## config.mk

```make
export PLATFORM = sky130hd
export DESIGN_NAME = expression_lexer
export DESIGN_NICKNAME = d
export VERILOG_FILES = /design/src/rtl/exlex_pkg.sv /design/src/rtl/expression_lexer.sv
export VERILOG_INCLUDE_DIRS = /design/src /design/src/rtl
export SDC_FILE = /design/constraint.sdc
export NUM_CORES = 1
export LEC_CHECK = 0
export BUFFER_PORTS_ARGS = -buffer_cell sky130_fd_sc_hd__buf_4
export CORE_ASPECT_RATIO = 1.2
export CORE_UTILIZATION = 50
export CTS_CLUSTER_SIZE = 12
export DETAILED_ROUTE_END_ITERATION = 10
export PLACE_DENSITY = 0.71
export SETUP_SLACK_MARGIN = 0.2
export SLEW_MARGIN = 40
export SYNTH_ARGS = -nofsm -noshare
export SYNTH_HDL_FRONTEND = slang
export SYNTH_SLANG_ARGS = --single-unit
```

## constraint.sdc

```tcl
create_clock -name clk -period 9.2 [get_ports clk]
set_clock_uncertainty 0.05 [all_clocks]
set_input_delay 0.46 -clock clk [delete_from_list [all_inputs] [get_ports clk]]
set_output_delay 0.46 -clock clk [all_outputs]
set_load 0.005 [all_outputs]
```

## src/rtl/expression_lexer_macros.svh

```systemverilog
// Assertion macros for the expression lexer.
// Used by the top level; each macro expects signals clk and rst in scope.
`ifndef EXPRESSION_LEXER_MACROS_SVH
`define EXPRESSION_LEXER_MACROS_SVH

// Same-cycle implication, disabled during reset.
`define EL_ASSERT_NOW(label, ante, cons, msg) \
  label: assert property (@(posedge clk) disable iff (rst) (ante) |-> (cons)) \
    else $error(msg);

// Next-cycle implication, disabled during reset.
`define EL_ASSERT_NEXT(label, ante, cons, msg) \
  label: assert property (@(posedge clk) disable iff (rst) (ante) |=> (cons)) \
    else $error(msg);

`endif

```

## src/rtl/exlex_pkg.sv

```systemverilog
// Package for the expression lexer: result item type, token and error codes,
// character constants and token classification helpers. No dependencies.
package exlex_pkg;

  // Default sizes.
  localparam int MAX_TOKEN_LEN_DEF = 64;
  localparam int MAX_LINE_LEN_DEF  = 256;

  // Depth of the result queue; a character can push two items.
  localparam int QUEUE_DEPTH = 4;

  // Saturation value of integer tokens.
  localparam logic [30:0] INT_SAT = 31'h7FFF_FFFF;

  // Token kinds.
  localparam logic [3:0] KIND_ADD    = 4'd0;
  localparam logic [3:0] KIND_SUB    = 4'd1;
  localparam logic [3:0] KIND_MUL    = 4'd2;
  localparam logic [3:0] KIND_DIV    = 4'd3;
  localparam logic [3:0] KIND_ASSIGN = 4'd4;
  localparam logic [3:0] KIND_INT    = 4'd5;
  localparam logic [3:0] KIND_NAME   = 4'd6;
  localparam logic [3:0] KIND_OPEN   = 4'd7;
  localparam logic [3:0] KIND_CLOSE  = 4'd8;
  localparam logic [3:0] KIND_LINE   = 4'd9;

  // Error codes.
  localparam logic [1:0] ERR_NONE    = 2'd0;
  localparam logic [1:0] ERR_CHAR    = 2'd1;
  localparam logic [1:0] ERR_TOKEN   = 2'd2;
  localparam logic [1:0] ERR_TOO_LONG = 2'd3;

  // Characters of interest.
  localparam logic [7:0] CH_PLUS   = 8'h2B;
  localparam logic [7:0] CH_MINUS  = 8'h2D;
  localparam logic [7:0] CH_STAR   = 8'h2A;
  localparam logic [7:0] CH_SLASH  = 8'h2F;
  localparam logic [7:0] CH_EQUAL  = 8'h3D;
  localparam logic [7:0] CH_OPEN   = 8'h28;
  localparam logic [7:0] CH_CLOSE  = 8'h29;
  localparam logic [7:0] CH_SPACE  = 8'h20;
  localparam logic [7:0] CH_TAB    = 8'h09;
  localparam logic [7:0] CH_CR     = 8'h0D;
  localparam logic [7:0] CH_ZERO   = 8'h30;
  localparam logic [7:0] CH_NINE   = 8'h39;
  localparam logic [7:0] CH_UP_A   = 8'h41;
  localparam logic [7:0] CH_UP_Z   = 8'h5A;
  localparam logic [7:0] CH_LO_A   = 8'h61;
  localparam logic [7:0] CH_LO_Z   = 8'h7A;

  // One result item.
  typedef struct packed {
    logic [3:0]  kind;
    logic [30:0] value;
    logic [7:0]  start;
    logic [6:0]  len;
    logic [1:0]  err;
    logic        last;
  } result_t;

  function automatic logic is_digit(input logic [7:0] c);
    return (c >= CH_ZERO) && (c <= CH_NINE);
  endfunction

  function automatic logic is_alpha(input logic [7:0] c);
    return ((c >= CH_UP_A) && (c <= CH_UP_Z)) || ((c >= CH_LO_A) && (c <= CH_LO_Z));
  endfunction

  function automatic logic is_oper(input logic [7:0] c);
    return (c == CH_PLUS) || (c == CH_MINUS) || (c == CH_STAR) ||
           (c == CH_SLASH) || (c == CH_EQUAL);
  endfunction

  function automatic logic is_space(input logic [7:0] c);
    return (c == CH_SPACE) || ((c >= CH_TAB) && (c <= CH_CR));
  endfunction

  function automatic result_t make_res(input logic [3:0] kind, input logic [30:0] value,
                                       input logic [7:0] start, input logic [6:0] len,
                                       input logic [1:0] err, input logic last);
    result_t r;
    r.kind  = kind;
    r.value = value;
    r.start = start;
    r.len   = len;
    r.err   = err;
    r.last  = last;
    return r;
  endfunction

  // Classify a closed token into an operator, integer, name or error item.
  function automatic result_t close_token(input logic [6:0] len, input logic [7:0] first,
                                          input logic digits, input logic alnum,
                                          input logic [30:0] acc, input logic [7:0] start,
                                          input logic last);
    result_t r;
    logic [3:0] op_kind;
    case (first)
      CH_PLUS:  op_kind = KIND_ADD;
      CH_MINUS: op_kind = KIND_SUB;
      CH_STAR:  op_kind = KIND_MUL;
      CH_SLASH: op_kind = KIND_DIV;
      default:  op_kind = KIND_ASSIGN;
    endcase
    if ((len == 7'd1) && is_oper(first)) begin
      r = make_res(op_kind, 31'd0, start, len, ERR_NONE, last);
    end else if (digits) begin
      r = make_res(KIND_INT, acc, start, len, ERR_NONE, last);
    end else if (alnum) begin
      r = make_res(KIND_NAME, 31'd0, start, len, ERR_NONE, last);
    end else begin
      r = make_res(KIND_LINE, 31'd0, start, len, ERR_TOKEN, last);
    end
    return r;
  endfunction

endpackage

```

## src/rtl/expression_lexer.sv

```systemverilog
// Expression lexer: one character per cycle in unless stalled, token items out.
// A result item enters the result queue the cycle after its character is accepted.
// One character per cycle while the input is not stalled; a character that closes a token before
// a parenthesis yields two items, drained from a four-entry result queue.
// The input stalls while the queue holds more than two items.
// Reset (synchronous): line state returns to its start values, queue empties.
`include "expression_lexer_macros.svh"

module expression_lexer #(
  parameter int MAX_TOKEN_LEN = exlex_pkg::MAX_TOKEN_LEN_DEF,
  parameter int MAX_LINE_LEN  = exlex_pkg::MAX_LINE_LEN_DEF
) (
  input  logic        clk,
  input  logic        rst,
  input  logic        char_valid,
  output logic        char_stall,
  input  logic [7:0]  char_code,
  input  logic        line_end,
  output logic        token_valid,
  input  logic        token_stall,
  output logic [3:0]  token_kind,
  output logic [30:0] int_value,
  output logic [7:0]  start_pos,
  output logic [6:0]  token_len,
  output logic [1:0]  error_code,
  output logic        line_last
);
  import exlex_pkg::*;

  localparam logic [6:0] MaxTok  = 7'(MAX_TOKEN_LEN);
  localparam logic [7:0] LastPos = 8'(MAX_LINE_LEN - 1);
  localparam int PtrW  = $clog2(QUEUE_DEPTH);
  localparam int FillW = $clog2(QUEUE_DEPTH + 1);

  // Line state.
  logic [6:0]  pending_len, pending_len_next;
  logic [7:0]  pending_start, pending_start_next;
  logic [7:0]  char_pos, char_pos_next;
  logic        all_digits, all_digits_next;
  logic        all_alnum, all_alnum_next;
  logic [7:0]  first_char, first_char_next;
  logic [30:0] value_acc, value_acc_next;
  logic        skip_line, skip_line_next;

  // Result queue.
  result_t              queue [QUEUE_DEPTH];
  logic [PtrW-1:0]      wr_ptr, rd_ptr;
  logic [FillW-1:0]     fill;

  logic    char_accept, token_accept;
  result_t res0, res1;
  logic [1:0] push_n;

  // Intermediate values for a token character.
  logic        c_digit, c_alpha, c_oper, c_space, c_paren;
  logic        start_new, bad;
  logic [7:0]  start_u, first_u;
  logic [30:0] acc_base, acc_u;
  logic        digits_u, alnum_u;
  logic [6:0]  len_u;
  logic [34:0] acc_mul;

  assign char_stall   = fill > FillW'(QUEUE_DEPTH - 2);
  assign char_accept  = char_valid && !char_stall;
  assign token_valid  = fill != '0;
  assign token_accept = token_valid && !token_stall;

  // Character classes.
  assign c_digit = is_digit(char_code);
  assign c_alpha = is_alpha(char_code);
  assign c_oper  = is_oper(char_code);
  assign c_space = is_space(char_code);
  assign c_paren = (char_code == CH_OPEN) || (char_code == CH_CLOSE);

  // Pending token as extended by a token character.
  assign start_new = pending_len == 7'd0;
  assign start_u   = start_new ? char_pos : pending_start;
  assign first_u   = start_new ? char_code : first_char;
  assign acc_base  = start_new ? 31'd0 : value_acc;
  assign len_u     = pending_len + 7'd1;
  assign acc_mul   = ({4'd0, acc_base} << 3) + ({4'd0, acc_base} << 1) +
                     35'(char_code[3:0]);
  assign acc_u     = !c_digit ? acc_base :
                     (acc_mul > 35'(INT_SAT)) ? INT_SAT : acc_mul[30:0];
  assign digits_u  = (start_new || all_digits) && c_digit;
  assign alnum_u   = (start_new || all_alnum) && (c_digit || c_alpha);

  // Per-character decision: result items and next line state.
  always_comb begin
    result_t paren_res;
    paren_res = make_res((char_code == CH_OPEN) ? KIND_OPEN : KIND_CLOSE, 31'd0,
                         char_pos, 7'd1, ERR_NONE, line_end);
    res0   = make_res(KIND_LINE, 31'd0, char_pos, 7'd0, ERR_NONE, 1'b1);
    res1   = paren_res;
    push_n = 2'd0;
    bad    = 1'b0;
    pending_len_next   = pending_len;
    pending_start_next = pending_start;
    char_pos_next      = char_pos;
    all_digits_next    = all_digits;
    all_alnum_next     = all_alnum;
    first_char_next    = first_char;
    value_acc_next     = value_acc;
    skip_line_next     = skip_line;

    if (skip_line) begin
      if (line_end) begin
        push_n = 2'd1;
      end
    end else if (c_space) begin
      if (!start_new) begin
        res0 = close_token(pending_len, first_char, all_digits, all_alnum, value_acc,
                           pending_start, line_end);
        bad = res0.err != ERR_NONE;
        push_n = 2'd1;
        pending_len_next = 7'd0;
      end else if (line_end) begin
        push_n = 2'd1;
      end
    end else if (c_paren) begin
      if (!start_new) begin
        res0 = close_token(pending_len, first_char, all_digits, all_alnum, value_acc,
                           pending_start, line_end);
        bad = res0.err != ERR_NONE;
        pending_len_next = 7'd0;
        push_n = bad ? 2'd1 : 2'd2;
      end else begin
        res0 = paren_res;
        push_n = 2'd1;
      end
    end else if (c_digit || c_alpha || c_oper) begin
      if (pending_len >= MaxTok) begin
        res0 = make_res(KIND_LINE, 31'd0, pending_start, MaxTok, ERR_TOO_LONG, line_end);
        push_n = 2'd1;
        bad = 1'b1;
      end else begin
        pending_len_next   = len_u;
        pending_start_next = start_u;
        first_char_next    = first_u;
        all_digits_next    = digits_u;
        all_alnum_next     = alnum_u;
        value_acc_next     = acc_u;
        if (line_end) begin
          res0 = close_token(len_u, first_u, digits_u, alnum_u, acc_u, start_u, 1'b1);
          push_n = 2'd1;
        end
      end
    end else begin
      res0 = make_res(KIND_LINE, 31'd0, char_pos, 7'd1, ERR_CHAR, line_end);
      push_n = 2'd1;
      bad = 1'b1;
    end

    // End of line restores the start values; an error skips the rest.
    if (line_end) begin
      pending_len_next   = 7'd0;
      pending_start_next = 8'd0;
      char_pos_next      = 8'd0;
      all_digits_next    = 1'b1;
      all_alnum_next     = 1'b1;
      first_char_next    = 8'd0;
      value_acc_next     = 31'd0;
      skip_line_next     = 1'b0;
    end else begin
      if (bad) begin
        skip_line_next   = 1'b1;
        pending_len_next = 7'd0;
      end
      if (char_pos < LastPos) begin
        char_pos_next = char_pos + 8'd1;
      end
    end
  end

  // Line state registers.
  always_ff @(posedge clk) begin
    if (rst) begin
      pending_len   <= 7'd0;
      pending_start <= 8'd0;
      char_pos      <= 8'd0;
      all_digits    <= 1'b1;
      all_alnum     <= 1'b1;
      first_char    <= 8'd0;
      value_acc     <= 31'd0;
      skip_line     <= 1'b0;
    end else if (char_accept) begin
      pending_len   <= pending_len_next;
      pending_start <= pending_start_next;
      char_pos      <= char_pos_next;
      all_digits    <= all_digits_next;
      all_alnum     <= all_alnum_next;
      first_char    <= first_char_next;
      value_acc     <= value_acc_next;
      skip_line     <= skip_line_next;
    end
  end

  // Queue storage; entries need no reset.
  always_ff @(posedge clk) begin
    if (char_accept && (push_n != 2'd0)) begin
      queue[wr_ptr] <= res0;
      if (push_n == 2'd2) begin
        queue[wr_ptr + PtrW'(1)] <= res1;
      end
    end
  end

  // Queue pointers and fill level.
  always_ff @(posedge clk) begin
    if (rst) begin
      wr_ptr <= '0;
      rd_ptr <= '0;
      fill   <= '0;
    end else begin
      if (char_accept) begin
        wr_ptr <= wr_ptr + PtrW'(push_n);
      end
      if (token_accept) begin
        rd_ptr <= rd_ptr + PtrW'(1);
      end
      fill <= fill + (char_accept ? FillW'(push_n) : FillW'(0)) -
              (token_accept ? FillW'(1) : FillW'(0));
    end
  end

  // Head of the queue drives the result item.
  assign token_kind = queue[rd_ptr].kind;
  assign int_value  = queue[rd_ptr].value;
  assign start_pos  = queue[rd_ptr].start;
  assign token_len  = queue[rd_ptr].len;
  assign error_code = queue[rd_ptr].err;
  assign line_last  = queue[rd_ptr].last;

  // Checks on queue bookkeeping and line handling.
  `EL_ASSERT_NOW(a_fill_bound, 1'b1, fill <= FillW'(QUEUE_DEPTH), "queue overfilled")
  `EL_ASSERT_NOW(a_skip_silent, char_accept && skip_line && !line_end, push_n == 2'd0, "item while skipping")
  `EL_ASSERT_NOW(a_line_result, char_accept && line_end, push_n != 2'd0, "line end without item")
  `EL_ASSERT_NEXT(a_line_clear, char_accept && line_end, (char_pos == 8'd0) && !skip_line, "line state kept")

endmodule
```

# After elaboration in Yosys (flattened, before gate mapping)
# Memory sizes are Yosys's and may differ from the RTL's. A register that Yosys moved wholly into a read port is not among the register bits.
# Cells that the tools add are included.
# op_classes
n_addsub	9
order_cmp	12
n_eq_ne	27
mux	95
reduce_logical	45
# ops
cell	n
$mux 53	20
$mux 31	9
$eq 8x6->1 const B	18
$mux 8	16
$mux 7	8
$add 34x32->35	1
$add 35x4->35	1
$gt 35x31->1 const B	1
$mux 1	28
$pmux 3 s4	2
$mux 2	11
$logic_or 1x1->1	19
$ge 8x7->1 const B	2
$le 8x7->1 const B	2
$eq 7x1->1 const B	2
$reduce_bool 2->1	6
$logic_and 1x1->1	11
$add 8x1->8 const B	1
$ge 8x4->1 const B	1
$ge 8x6->1 const B	1
$le 8x4->1 const B	1
$le 8x6->1 const B	1
$lt 8x8->1 const B	1
$ne 2x2->1 const B	4
other kinds (18)	21
# word_totals
reg_bits	72
ram_bits	212
output_inout_bits	55
mem_count	1
# memory_table
name	words	word_bits	read_ports	rd_ports_with_merged_regs	wr	line_no	rtl
queue	4	53	1	1	2	expression_lexer.sv:46	result_t queue [QUEUE_DEPTH];

# Longest topological paths before layout
# Gate-level depths: netlist (run 1).
# logic_depth
ltp_word	21
depth_mapped	21

# Worst setup path before layout (run 1)
# No wires, ideal clock.
# synth_path
path_kind	flip-flop to flip-flop
from	register pending_len[0]
to	memory queue[3][22] in the netlist's numbering
setup_ps	122
arrival_ps	4637
t_required_ps	9028
path_slack_ps	4391
stages_incl_launch_ff	22
period_less_slack_ps	4809
cell_sequence	dfxtp_1 -> inv_1 -> ha_1 -> nor2b_1 -> nand2_1 -> clkbuf_1 -> clkbuf_1 -> and2_1 -> ha_1 -> ha_1 -> inv_1 -> fa_1 -> and2b_1 -> o2111ai_1 -> a2111oi_2 -> o211ai_1 -> and4_1 -> a2111oi_2 -> o211ai_1 -> buf_2 -> o21bai_4 -> a221o_1
# synth_lines
element	line_no	rtl
start, declared	expression_lexer.sv:36	logic [6:0] pending_len, pending_len_next;
start signal, assigned	expression_lexer.sv:187	pending_len <= pending_len_next;
end, declared	expression_lexer.sv:46	

==> impl_metrics.json, run 1 <==
{
  "outcome": "finished clean",
  "synth_warnings": 0,
  "io_pins": 68,
  "avgSynthCellArea_um2": 9.30,
  "worst_ep_arrival_time_ns": 5.96,
  "setup_ws_ns": 3.64,
  "reg2reg_slack_ns": 3.64,
  "diodes": 0,
  "tightest_slew_ns": 0.885,
  "gr-usage-all-layers": 0.291,
  "startpoint_type": "flop",
  "gp_congestion": 0.931,
  "netlist-cell-type-count": 80,
  "globalRouteOverflowTotal": 0,
  "power.density_mw_per_mm2": 183,
  "hold_end": "first_char[6]$_SDFFE_PP0P_",
  "cts_max_path_buffers": 3,
  "syn_inst": 1681,
  "syn_area_mm2": 0.0156,
  "drtIter0Drc": 1218,
  "clock_latency_ns": 0.56,
  "hold_depth": 3,
  "worstSetupPathType": "flop to flop",
  "grt_max_degree": 54,
  "clk_pin_slew_worst_paths_ns": 0.06,
  "multiInputGateArea_mm2": 0.00882,
  "rsz0062_at_grt": "false",
  "cts_tree": "yes",
  "dp_slack_ns": 3.66,
  "ctsHoldBuffers": 0,
  "cts_buffers": 31,
  "core-area_mm2": 0.0307,
  "cp_max_fo": 53,
  "rows": 70,
  "syn-num-nets": 1766,
  "grt_pass1_vias": 13700,
  "cp_slowest_cell": "buf_4",
  "wl_mm": 46.5,
  "synth_flop_cell": "dfxtp_1",
  "reg2regPathDepth": 20,
  "async_flop_share": 0,
  "reg2reg_from": "pending_len[0]$_SDFFE_PP0P_",
  "ys_seq_area_frac": 0.400,
  "htree_num_levels": 1,
  "timing.slew.headroom": 0.408,
  "setup_tns_ns": 0,
  "cp.required_ns": 9.60,
  "max_stage_delay_ns": 0.49,
  "slew_viol_final": 0,
  "critPathTopFamily": "compound AO/OA/AOI/OAI gates",
  "ys_ff_latch": 286,
  "max_freq_mhz": 180,
  "n_fill_cell": 2777,
  "register_area_mm2": 0.00625,
  "layout.cells.most_common": "dfxtp_1",
  "via_per_inst": 6.54,
  "wire_per_inst_um": 22.1,
  "finalSetupViolCount": 0,
  "final_cell_mix": "dfxtp_1 (232), o21ai_0 (175), nor2_1 (153)",
  "post-cts-setup-buffers": 0,
  "vdd_drop_max_mv": 0.194,
  "cp_cell_sequence": "inv_1, ha_1, nor2b_1, nand2_1, buf_4, nand2_1, xnor2_1, ha_1, inv_1, fa_1, and2b_1, o2111ai_1, a2111oi_2, o211ai_1, and4_1, a2111oi_2, o211ai_1, buf_4, o21bai_1, a221o_1",
  "antenna_found_initial": 0,
  "finalPower_uw": 3170,
  "cts-resized-gates": 0,
  "rr_endpoint": "queue[3][19]$_SDFFE_PP0P_",
  "fin_crit_sh": 0.605,
  "dieArea_mm2": 0.0320,
  "portBuffers": 67,
  "synth-edff-count": 52,
  "cap_viol_max_count": 0,
  "die_w_um": 163,
  "drc": 0,
  "hpwl_mm": 30.6,
  "syn2layout_area_growth_pct": 10.7,
  "via_count": 13800,
  "drive_gt1_frac": 0.132,
  "die_h_um": 196,
  "dr.pass1.iters": 5,
  "fin_nets": 1774,
  "antenna_left": 0,
  "cp-end-kind": "flop",
  "hold_viol": 0,
  "initial_core_util": 0.510,
  "cts_sinks": 286,
  "grt_pass1_wl_mm": 73.6,
  "min_path_type": "input pin to flop",
  "fin_crit_ns": 5.56,
  "leakage_uw": 0.00649,
  "crit_buf_inv": 4,
  "root_buffer": "clkbuf_16",
  "worstHoldStart": "char_code[6]"
}
-- where the power goes --
group	internal, uW	switching [uW]
sequential	1350	74.9
combinational	256	340
clock	636	507
total	2250	923
-- Yosys cell counts, types with 11 or more instances --
| cell | n | area (um^2) |
|---|---|---|
| nor3_1 | 17 | 85.1 |
| a221o_1 | 17 | 170 |
| and2_1 | 56 | 350 |
| o221ai_1 | 13 | 114 |
| a22oi_1 | 113 | 848 |
| o21a_1 | 13 | 97.6 |
| xnor2_1 | 26 | 228 |
| inv_1 | 31 | 116 |
| o31ai_1 | 24 | 180 |
| buf_2 | 28 | 140 |
| a32o_1 | 18 | 180 |
| dfxtp_1 | 234 | 4680 |
| o21ai_0 | 176 | 881 |
| nor2_1 | 160 | 601 |
| nand3_1 | 61 | 305 |
| and3_1 | 11 | 68.8 |
| a31oi_1 | 13 | 81.3 |
| a21oi_1 | 64 | 320 |
| nor2b_1 | 18 | 113 |
| a21o_1 | 15 | 113 |
| ha_1 | 70 | 876 |
| clkbuf_1 | 84 | 315 |
| nand2_1 | 120 | 450 |
| a22o_1 | 18 | 158 |
| o22ai_1 | 24 | 150 |
| mux4_2 | 53 | 1190 |
| edfxtp_1 | 52 | 1560 |
| xor2_1 | 15 | 131 |
-- stage by stage --
stage	instances	instance area (um^2)	hold WS (ns)	utilization
floorplan	1681	15600	0.367	-
global placement	2051	16400	0.375	0.534
detailed placement	2052	16400	0.381	0.535
CTS	2105	17300	0.136	0.564
global route	2105	17300	0.176	0.564
finish	2105	17300	0.139	0.564
-- cells by family after synthesis --
kind of cell / after synthesis / share of synthesized area
AO/OA/AOI/OAI: 569 / 0.245
flip-flops: 286 / 0.400
XOR/XNOR: 41 / 0.0230
multiplexers: 57 / 0.0789
buffers and inverters: 152 / 0.0391
adder cells (fa/ha/maj): 72 / 0.0586
AND/OR/NAND/NOR: 504 / 0.156
-- how the worst max path moves through the flow --
stage / to / startpoint / cells after the start
after global placement: queue[3][19]$_SDFFE_PP0P_ / pending_len[0]$_SDFFE_PP0P_ / 20
after global routing: queue[3][19]$_SDFFE_PP0P_ / pending_len[0]$_SDFFE_PP0P_ / 20
after detailed placement: queue[3][19]$_SDFFE_PP0P_ / pending_len[0]$_SDFFE_PP0P_ / 20
after floorplan: queue[3][22]$_SDFFE_PP0P_ / pending_len[0]$_SDFFE_PP0P_ / 21
after CTS: queue[3][19]$_SDFFE_PP0P_ / pending_len[0]$_SDFFE_PP0P_ / 20
final: queue[3][19]$_SDFFE_PP0P_ / pending_len[0]$_SDFFE_PP0P_ / 20
-- flip-flops by register name (all words and copies together) (netlist names), 2 cells and up, named ones only --
name           count
char_pos           8
value_acc         31
pending_start      8
rd_ptr             2
queue            212
wr_ptr             2
fill               3
pending_len        7
first_char         8
-- routing by layer --
metal  up-vias  wire [um]  global-route usage
li1       6360          -                   -
met1      6673      18100               0.345
met2       576      23300               0.512
met3       149       3070              0.0389
met4         0       2070               0.139
met5         -          0                   0
-- worst reg2reg max path, stage by stage (launching register included) --
cell	delay (ns)
dfxtp_1	0.41
inv_1	0.13
ha_1	0.23
nor2b_1	0.16
nand2_1	0.08
buf_4	0.49
nand2_1	0.25
xnor2_1	0.18
ha_1	0.30
inv_1	0.06
fa_1	0.43
and2b_1	0.28
o2111ai_1	0.16
a2111oi_2	0.49
o211ai_1	0.17
and4_1	0.24
a2111oi_2	0.20
o211ai_1	0.22
buf_4	0.28
o21bai_1	0.27
a221o_1	0.36
-- layout make-up --
class / instances / share of cell area
sequential: 286 / 0.361
clock inverter: 8 / 0.00325
inverter: 32 / 0.00694
multi-input combinational: 1243 / 0.510
timing repair buffer: 95 / 0.0413
clock buffer: 45 / 0.0490
tap: 396 / 0.0286
No activity file was read; power rests on OpenSTA's default activity.
==> inputs of run 2 (changes only) <==
--- a/config.mk
+++ b/config.mk
@@ -11,7 +11,7 @@
 export CORE_UTILIZATION = 50
 export CTS_CLUSTER_SIZE = 12
 export DETAILED_ROUTE_END_ITERATION = 10
-export PLACE_DENSITY = 0.71
+export PLACE_DENSITY = 0.73
 export SETUP_SLACK_MARGIN = 0.2
 export SLEW_MARGIN = 40
 export SYNTH_ARGS = -nofsm -noshare
==> constraint.sdc (replaced) <==
create_clock -name clk -period 5.05 [get_ports clk]
set_clock_uncertainty 0.05 [all_clocks]
set_input_delay 0.2525 -clock clk [delete_from_list [all_inputs] [get_ports clk]]
set_output_delay 0.2525 -clock clk [all_outputs]
set_load 0.005 [all_outputs]
==> run 2 against run 1 <==
- total power up 88%
- clock power is 96% higher
- global-route usage increased by 0.16 points
- sequential power rose by 83%
- first-iteration DRC count grew 19%
- register-to-register slack got worse by 3.3 ns
- fmax rose by 18%
- core utilization up 1.7 points
- critical path depth decreased by 1
- routed wire length up 1.6%
==> impl_metrics.json, run 2 (same netlist as run 1, synthesis figures left out) <==
{
  "fin_nets": 1802,
  "p_clk_frac": 0.375,
  "outcome": "finished clean",
  "cp.required_ns": 5.43,
  "reg2reg_slack_ns": 0.35,
  "min_path_type": "input pin to flop",
  "final_cell_mix": "dfxtp_1 (232), o21ai_0 (173), nor2_1 (133)",
  "layout.cells.most_common": "dfxtp_1",
  "design_area_mm2": 0.0178,
  "cp_cell_sequence": "nor4_4, nand2_2, buf_6, and2_4, ha_1, ha_2, inv_1, fa_1, and2b_2, o2111ai_4, a2111oi_4, o211ai_1, and4_1, a2111oi_2, o211ai_1, buf_4, buf_8, nor2_2, o21ai_0",
  "p_switching_uw": 1670,
  "gr-usage-all-layers": 0.292,
  "initial_core_util": 0.510,
  "root_buffer": "clkbuf_16",
  "dp_slack_ns": 0.0853,
  "cts_max_path_buffers": 3,
  "via_count": 14100,
  "wire_per_inst_um": 22.2,
  "dr.pass1.iters": 5,
  "leakage_uw": 0.00669,
  "startpoint_type": "flop",
  "drive_gt1_frac": 0.164,
  "htree_num_levels": 1,
  "power.density_mw_per_mm2": 335,
  "die_h_um": 196,
  "globalRouteOverflowTotal": 0,
  "multiInputGateArea_mm2": 0.00900,
  "finalSetupViolCount": 0,
  "cts_sinks": 286,
  "wl_mm": 47.2,
  "drtIter0Drc": 1455,
  "cap_viol_max_count": 0,
  "p_int_uw": 4290,
  "largest_reg_flops": 212,
  "top_register": "queue",
  "cp-end-kind": "flop",
  "slew_viol_final": 0,
  "n_fill_cell": 2669,
  "worst_ep_arrival_time_ns": 5.08,
  "critPathTopFamily": "simple AND/OR/NAND/NOR gates",
  "grt_pass1_wl_mm": 74.0,
  "crit_buf_inv": 4,
  "via_per_inst": 6.62,
  "dieArea_mm2": 0.0320,
  "finalPower_uw": 5960,
  "hold_viol": 0,
  "grt_max_degree": 38,
  "fin_crit_ns": 4.70,
  "clock_latency_ns": 0.57,
  "fin_util": 0.581,
  "cp_max_fo": 9,
  "cts_tree": "yes",
  "vdd_drop_max_mv": 0.320,
  "setup_ws_ns": 0.351,
  "reg_top3": "queue (212), value_acc (31)",
  "placed_area_mm2": 0.0165,
  "setup_tns_ns": 0,
  "rows": 70,
  "fin_crit_sh": 0.931,
  "diodes": 0,
  "grt_pass1_vias": 13800,
  "combPwrFrac": 0.188,
  "worstSetupPathType": "flop to flop",
  "drc": 0,
  "switching_share": 0.280,
  "pwr-share-seq": 0.438,
  "clk_pin_slew_worst_paths_ns": 0.06,
  "core-area_mm2": 0.0307,
  "die_w_um": 163,
  "hpwl_mm": 31.4,
  "timing.slew.headroom": 0.393,
  "max_freq_mhz": 213,
  "register_area_mm2": 0.00625,
  "cp_slowest_cell": "nor4_4",
  "crit_path_frequent_cell": "o211ai_1",
  "cts_buffers": 30,
  "antenna_found_initial": 0,
  "rsz0062_at_grt": "true",
  "syn2layout_area_growth_pct": 14.0,
  "portBuffers": 67,
  "antenna_left": 0,
  "gp_congestion": 0.955,
  "max_stage_delay_ns": 0.38,
  "io_pins": 68,
  "tightest_slew_ns": 0.910
}
[run 2: changes by cell type in the layout (fill, tap and decap cells not counted), moves of 3 or more]
cell / change
ha_2: +5
nor2_1: -20
ha_1: -5
dlygate4sd3_1: +5
nor2_4: +9
buf_4: +20
bufinv_16: +3
nor2_2: +11
nand2_1: +3
clkbuf_8: +3
nand2_2: -3
clkbuf_1: -5
[run 2: cell type report]
type,instances,area share
clock buffer,43,0.0489
clock inverter,6,0.00611
inverter,32,0.00674
multi-input combinational,1243,0.505
sequential,286,0.351
tap,396,0.0278
timing repair buffer,124,0.0547
[run 2: what timing repair did]
item	in CTS	in global routing
resized for setup	6	56
hold buffers	5	0
hold endpoints to repair	5	0
setup buffers	1	5
pin swaps	2	8
gates cloned	0	2
setup endpoints to repair	142	155
[run 2: path summary, 6_finish.rpt]
path / startpoint / endpoint / depth (start not counted)
max: pending_len[6]$_SDFFE_PP0P_ / queue[1][43]$_SDFFE_PP0P_ / 19
min: token_stall / flop / 4
max reg2reg: pending_len[6]$_SDFFE_PP0P_ / queue[1][43]$_SDFFE_PP0P_ / 19
min reg2reg: value_acc[14]$_SDFFE_PP0P_ / value_acc[14]$_SDFFE_PP0P_ / 2
[run 2: routing by layer]
| layer | up-vias | GRT usage | part of all wire |
|---|---|---|---|
| li1 | 6395 | - | - |
| met4 | 0 | 0.146 | 0.042 |
| met5 | - | 0 | 0 |
| met3 | 148 | 0.0332 | 0.069 |
| met1 | 6868 | 0.350 | 0.39 |
| met2 | 682 | 0.513 | 0.50 |
[run 2: power by group through the flow]
stage               clock network (uW)  registers [uW]  logic (uW)
floorplan                            0            2550         757
global placement                     0            2690        1020
detailed placement                   0            2660        1100
CTS                               2270            2610        1110
global route                      2350            2630        1200
finish                            2240            2610        1120
[run 2: worst register-to-register path, delay by kind of cell, from the launching register on]
kind,cells,cell delay [ns]
adder cells (fa/ha/maj),3,0.83
buffers and inverters,4,0.61
flip-flops,1,0.34
AND/OR/NAND/NOR,6,1.47
AO/OA/AOI/OAI,6,1.28
[run 2: stage by stage]
step	std cells	hold slack, ns
finish	2130	0.0428
global route	2130	0.0689
CTS	2123	0.0182
detailed placement	2068	0.381
global placement	2067	0.375
floorplan	1681	0.351
==> inputs of run 3 (changes only) <==
--- a/config.mk
+++ b/config.mk
@@ -7,6 +7,7 @@
 export NUM_CORES = 1
 export LEC_CHECK = 0
 export BUFFER_PORTS_ARGS = -buffer_cell sky130_fd_sc_hd__buf_4
+export CAP_MARGIN = 15
 export CORE_ASPECT_RATIO = 1.2
 export CORE_UTILIZATION = 50
 export CTS_CLUSTER_SIZE = 12
==> constraint.sdc (replaced) <==
create_clock -name clk -period 3.8 [get_ports clk]
set_clock_uncertainty 0.05 [all_clocks]
set_input_delay 0.19 -clock clk [delete_from_list [all_inputs] [get_ports clk]]
set_output_delay 0.19 -clock clk [all_outputs]
set_load 0.005 [all_outputs]
==> run 3 against run 2 <==
- clock power rose by 35%
- worst setup slack got worse by 0.82 ns
- global-route usage rose by 2.2 points
- total power grew 35%
- clock-buffer cell count grew 3
- via count is 6.7% higher
- the run now ends with negative setup slack left
- core utilization grew 8.2 points
==> impl_metrics.json, run 3 (same netlist as run 1, synthesis figures left out) <==
{
  "grt_max_degree": 38,
  "fin_crit_sh": 1.12,
  "worstSetupPathType": "flop to flop",
  "clock_latency_ns": 0.56,
  "finalPower_uw": 8070,
  "drc": 0,
  "reg2reg_from": "pending_len[3]$_SDFFE_PP0P_",
  "outcome": "finished with violations",
  "clk_pin_slew_worst_paths_ns": 0.06,
  "rsz0062_at_grt": "true",
  "finalSetupViolCount": 155,
  "fin_crit_ns": 4.27,
  "globalRouteOverflowTotal": 0,
  "worstHoldStart": "rst",
  "via_count": 15000,
  "die_h_um": 196,
  "violations": "negative setup slack",
  "n_fill_cell": 2384,
  "placed_area_mm2": 0.0180,
  "dr.pass1.iters": 8,
  "root_buffer": "clkbuf_16",
  "leakage_uw": 0.00776,
  "hpwl_mm": 34.3,
  "hold_viol": 0,
  "cp_max_fo": 7,
  "design_area_mm2": 0.0203,
  "largest_reg_flops": 212,
  "power.density_mw_per_mm2": 397,
  "cts_max_path_buffers": 3,
  "vdd_drop_max_mv": 0.455,
  "wire_per_inst_um": 22.5,
  "timing.slew.headroom": 0.473,
  "portBuffers": 67,
  "cts_sinks": 286,
  "grt_pass1_wl_mm": 79.5,
  "cts_tree": "yes",
  "cts_buffers": 31,
  "slew_viol_final": 0,
  "antenna_left": 0,
  "cp-end-kind": "flop",
  "startpoint_type": "flop",
  "initial_core_util": 0.510,
  "core-area_mm2": 0.0307,
  "setup_ws_ns": -0.471,
  "final_cell_mix": "buf_4 (293), dfxtp_1 (229), nor2_1 (122)",
  "grt_pass1_vias": 14800,
  "top_register": "queue",
  "layout.cells.most_common": "buf_4",
  "tightest_slew_ns": 0.783,
  "htree_num_levels": 1,
  "dieArea_mm2": 0.0320,
  "gp_congestion": 0.961,
  "fin_nets": 1998,
  "io_pins": 68,
  "cap_viol_max_count": 0,
  "rows": 70,
  "drtIter0Drc": 1537,
  "setup.worst_path.start": "pending_len[3]$_SDFFE_PP0P_",
  "gr-usage-all-layers": 0.315,
  "via_per_inst": 6.45,
  "antenna_found_initial": 0,
  "reg_top3": "queue (212), value_acc (31)",
  "die_w_um": 163,
  "max_freq_mhz": 234,
  "cp.required_ns": 4.19,
  "wl_mm": 52.4,
  "syn2layout_area_growth_pct": 30.1,
  "diodes": 0,
  "min_path_type": "input pin to flop",
  "worst_ep_arrival_time_ns": 4.66,
  "drive_gt1_frac": 0.304
}
run 3: cell count changes in the layout (fill, tap and decap cells not counted), moves of 13 or more:
cell	before	now
nor2_4	9	27
ha_1	65	28
o21ai_0	173	103
and2_1	55	42
o21ai_1	11	71
buf_4	113	293
ha_4	0	41
run 3: per-layer routing:
metal / part of all wire / global-route usage / wire [um]
met1: 0.37 / 0.374 / 19500
met2: 0.50 / 0.554 / 26300
met3: 0.073 / 0.0395 / 3800
met4: 0.053 / 0.156 / 2800
met5: 0 / 0 / 0
run 3: final cells by class:
type / count / area (um^2) / share of cell area
Multi-Input combinational cell: 1243 / 9880 / 0.486
Sequential cell: 286 / 6250 / 0.308
Timing Repair Buffer: 319 / 2570 / 0.127
Clock buffer: 46 / 883 / 0.0434
Tap cell: 396 / 495 / 0.0244
Clock inverter: 10 / 124 / 0.00609
Inverter: 32 / 120 / 0.00591
run 3: path summary, 6_finish.rpt:
path	to	slack (ns)	cells past startpoint
setup / recovery	queue[0][22]$_SDFFE_PP0P_	-0.47	18
hold reg to reg	value_acc[17]$_SDFFE_PP0P_	0.40	2
hold / removal	fill[1]$_SDFF_PP0_	0.01	2
setup reg to reg	queue[0][22]$_SDFFE_PP0P_	-0.47	18
run 3: critical path, stage by stage, from the launching register on:
cell and delay [ns]:
dfxtp_2 0.34, nor4_4 0.25, buf_4 0.18, nand2_8 0.10, buf_6 0.16, and2_1 0.19, ha_1 0.40, ha_4 0.21
a21o_1 0.17, a31o_2 0.22, o211ai_1 0.28, a211oi_2 0.14, buf_4 0.16, o21a_1 0.19, a41oi_2 0.17, o211ai_1 0.19
buf_4 0.23, o21bai_4 0.20, a221o_1 0.33
run 3: power by group:
group | total [uW] | leakage [uW] | internal, uW | switching, uW
combinational | 1560 | 0.00491 | 718 | 842
sequential | 3490 | 0.00236 | 3280 | 207
clock | 3030 | 0.000488 | 1800 | 1230
run 3: through the flow:
step                      setup slack, ns  utilization  hold WS [ns]  cells  TNS [ns]
after floorplan                    -0.775            -         0.288   1681    -96.02
after CTS                          -0.435        0.642       0.00455   2319    -51.47
after global routing               -0.611        0.663        0.0195   2332    -78.61
after detailed placement           -0.791        0.587         0.381   2249    -97.44
after global placement             -0.639        0.587         0.374   2249    -77.49
final                              -0.471        0.663        0.0117   2332    -56.60
run 3: what timing repair did:
action                                  CTS  global route
setup buffers                             6            12
pin swaps                                31            55
endpoints found under the setup margin  156           156
endpoints found under the hold margin     6             0
hold buffers                              5             0
gates cloned                              3             1
resized for setup                       130           129
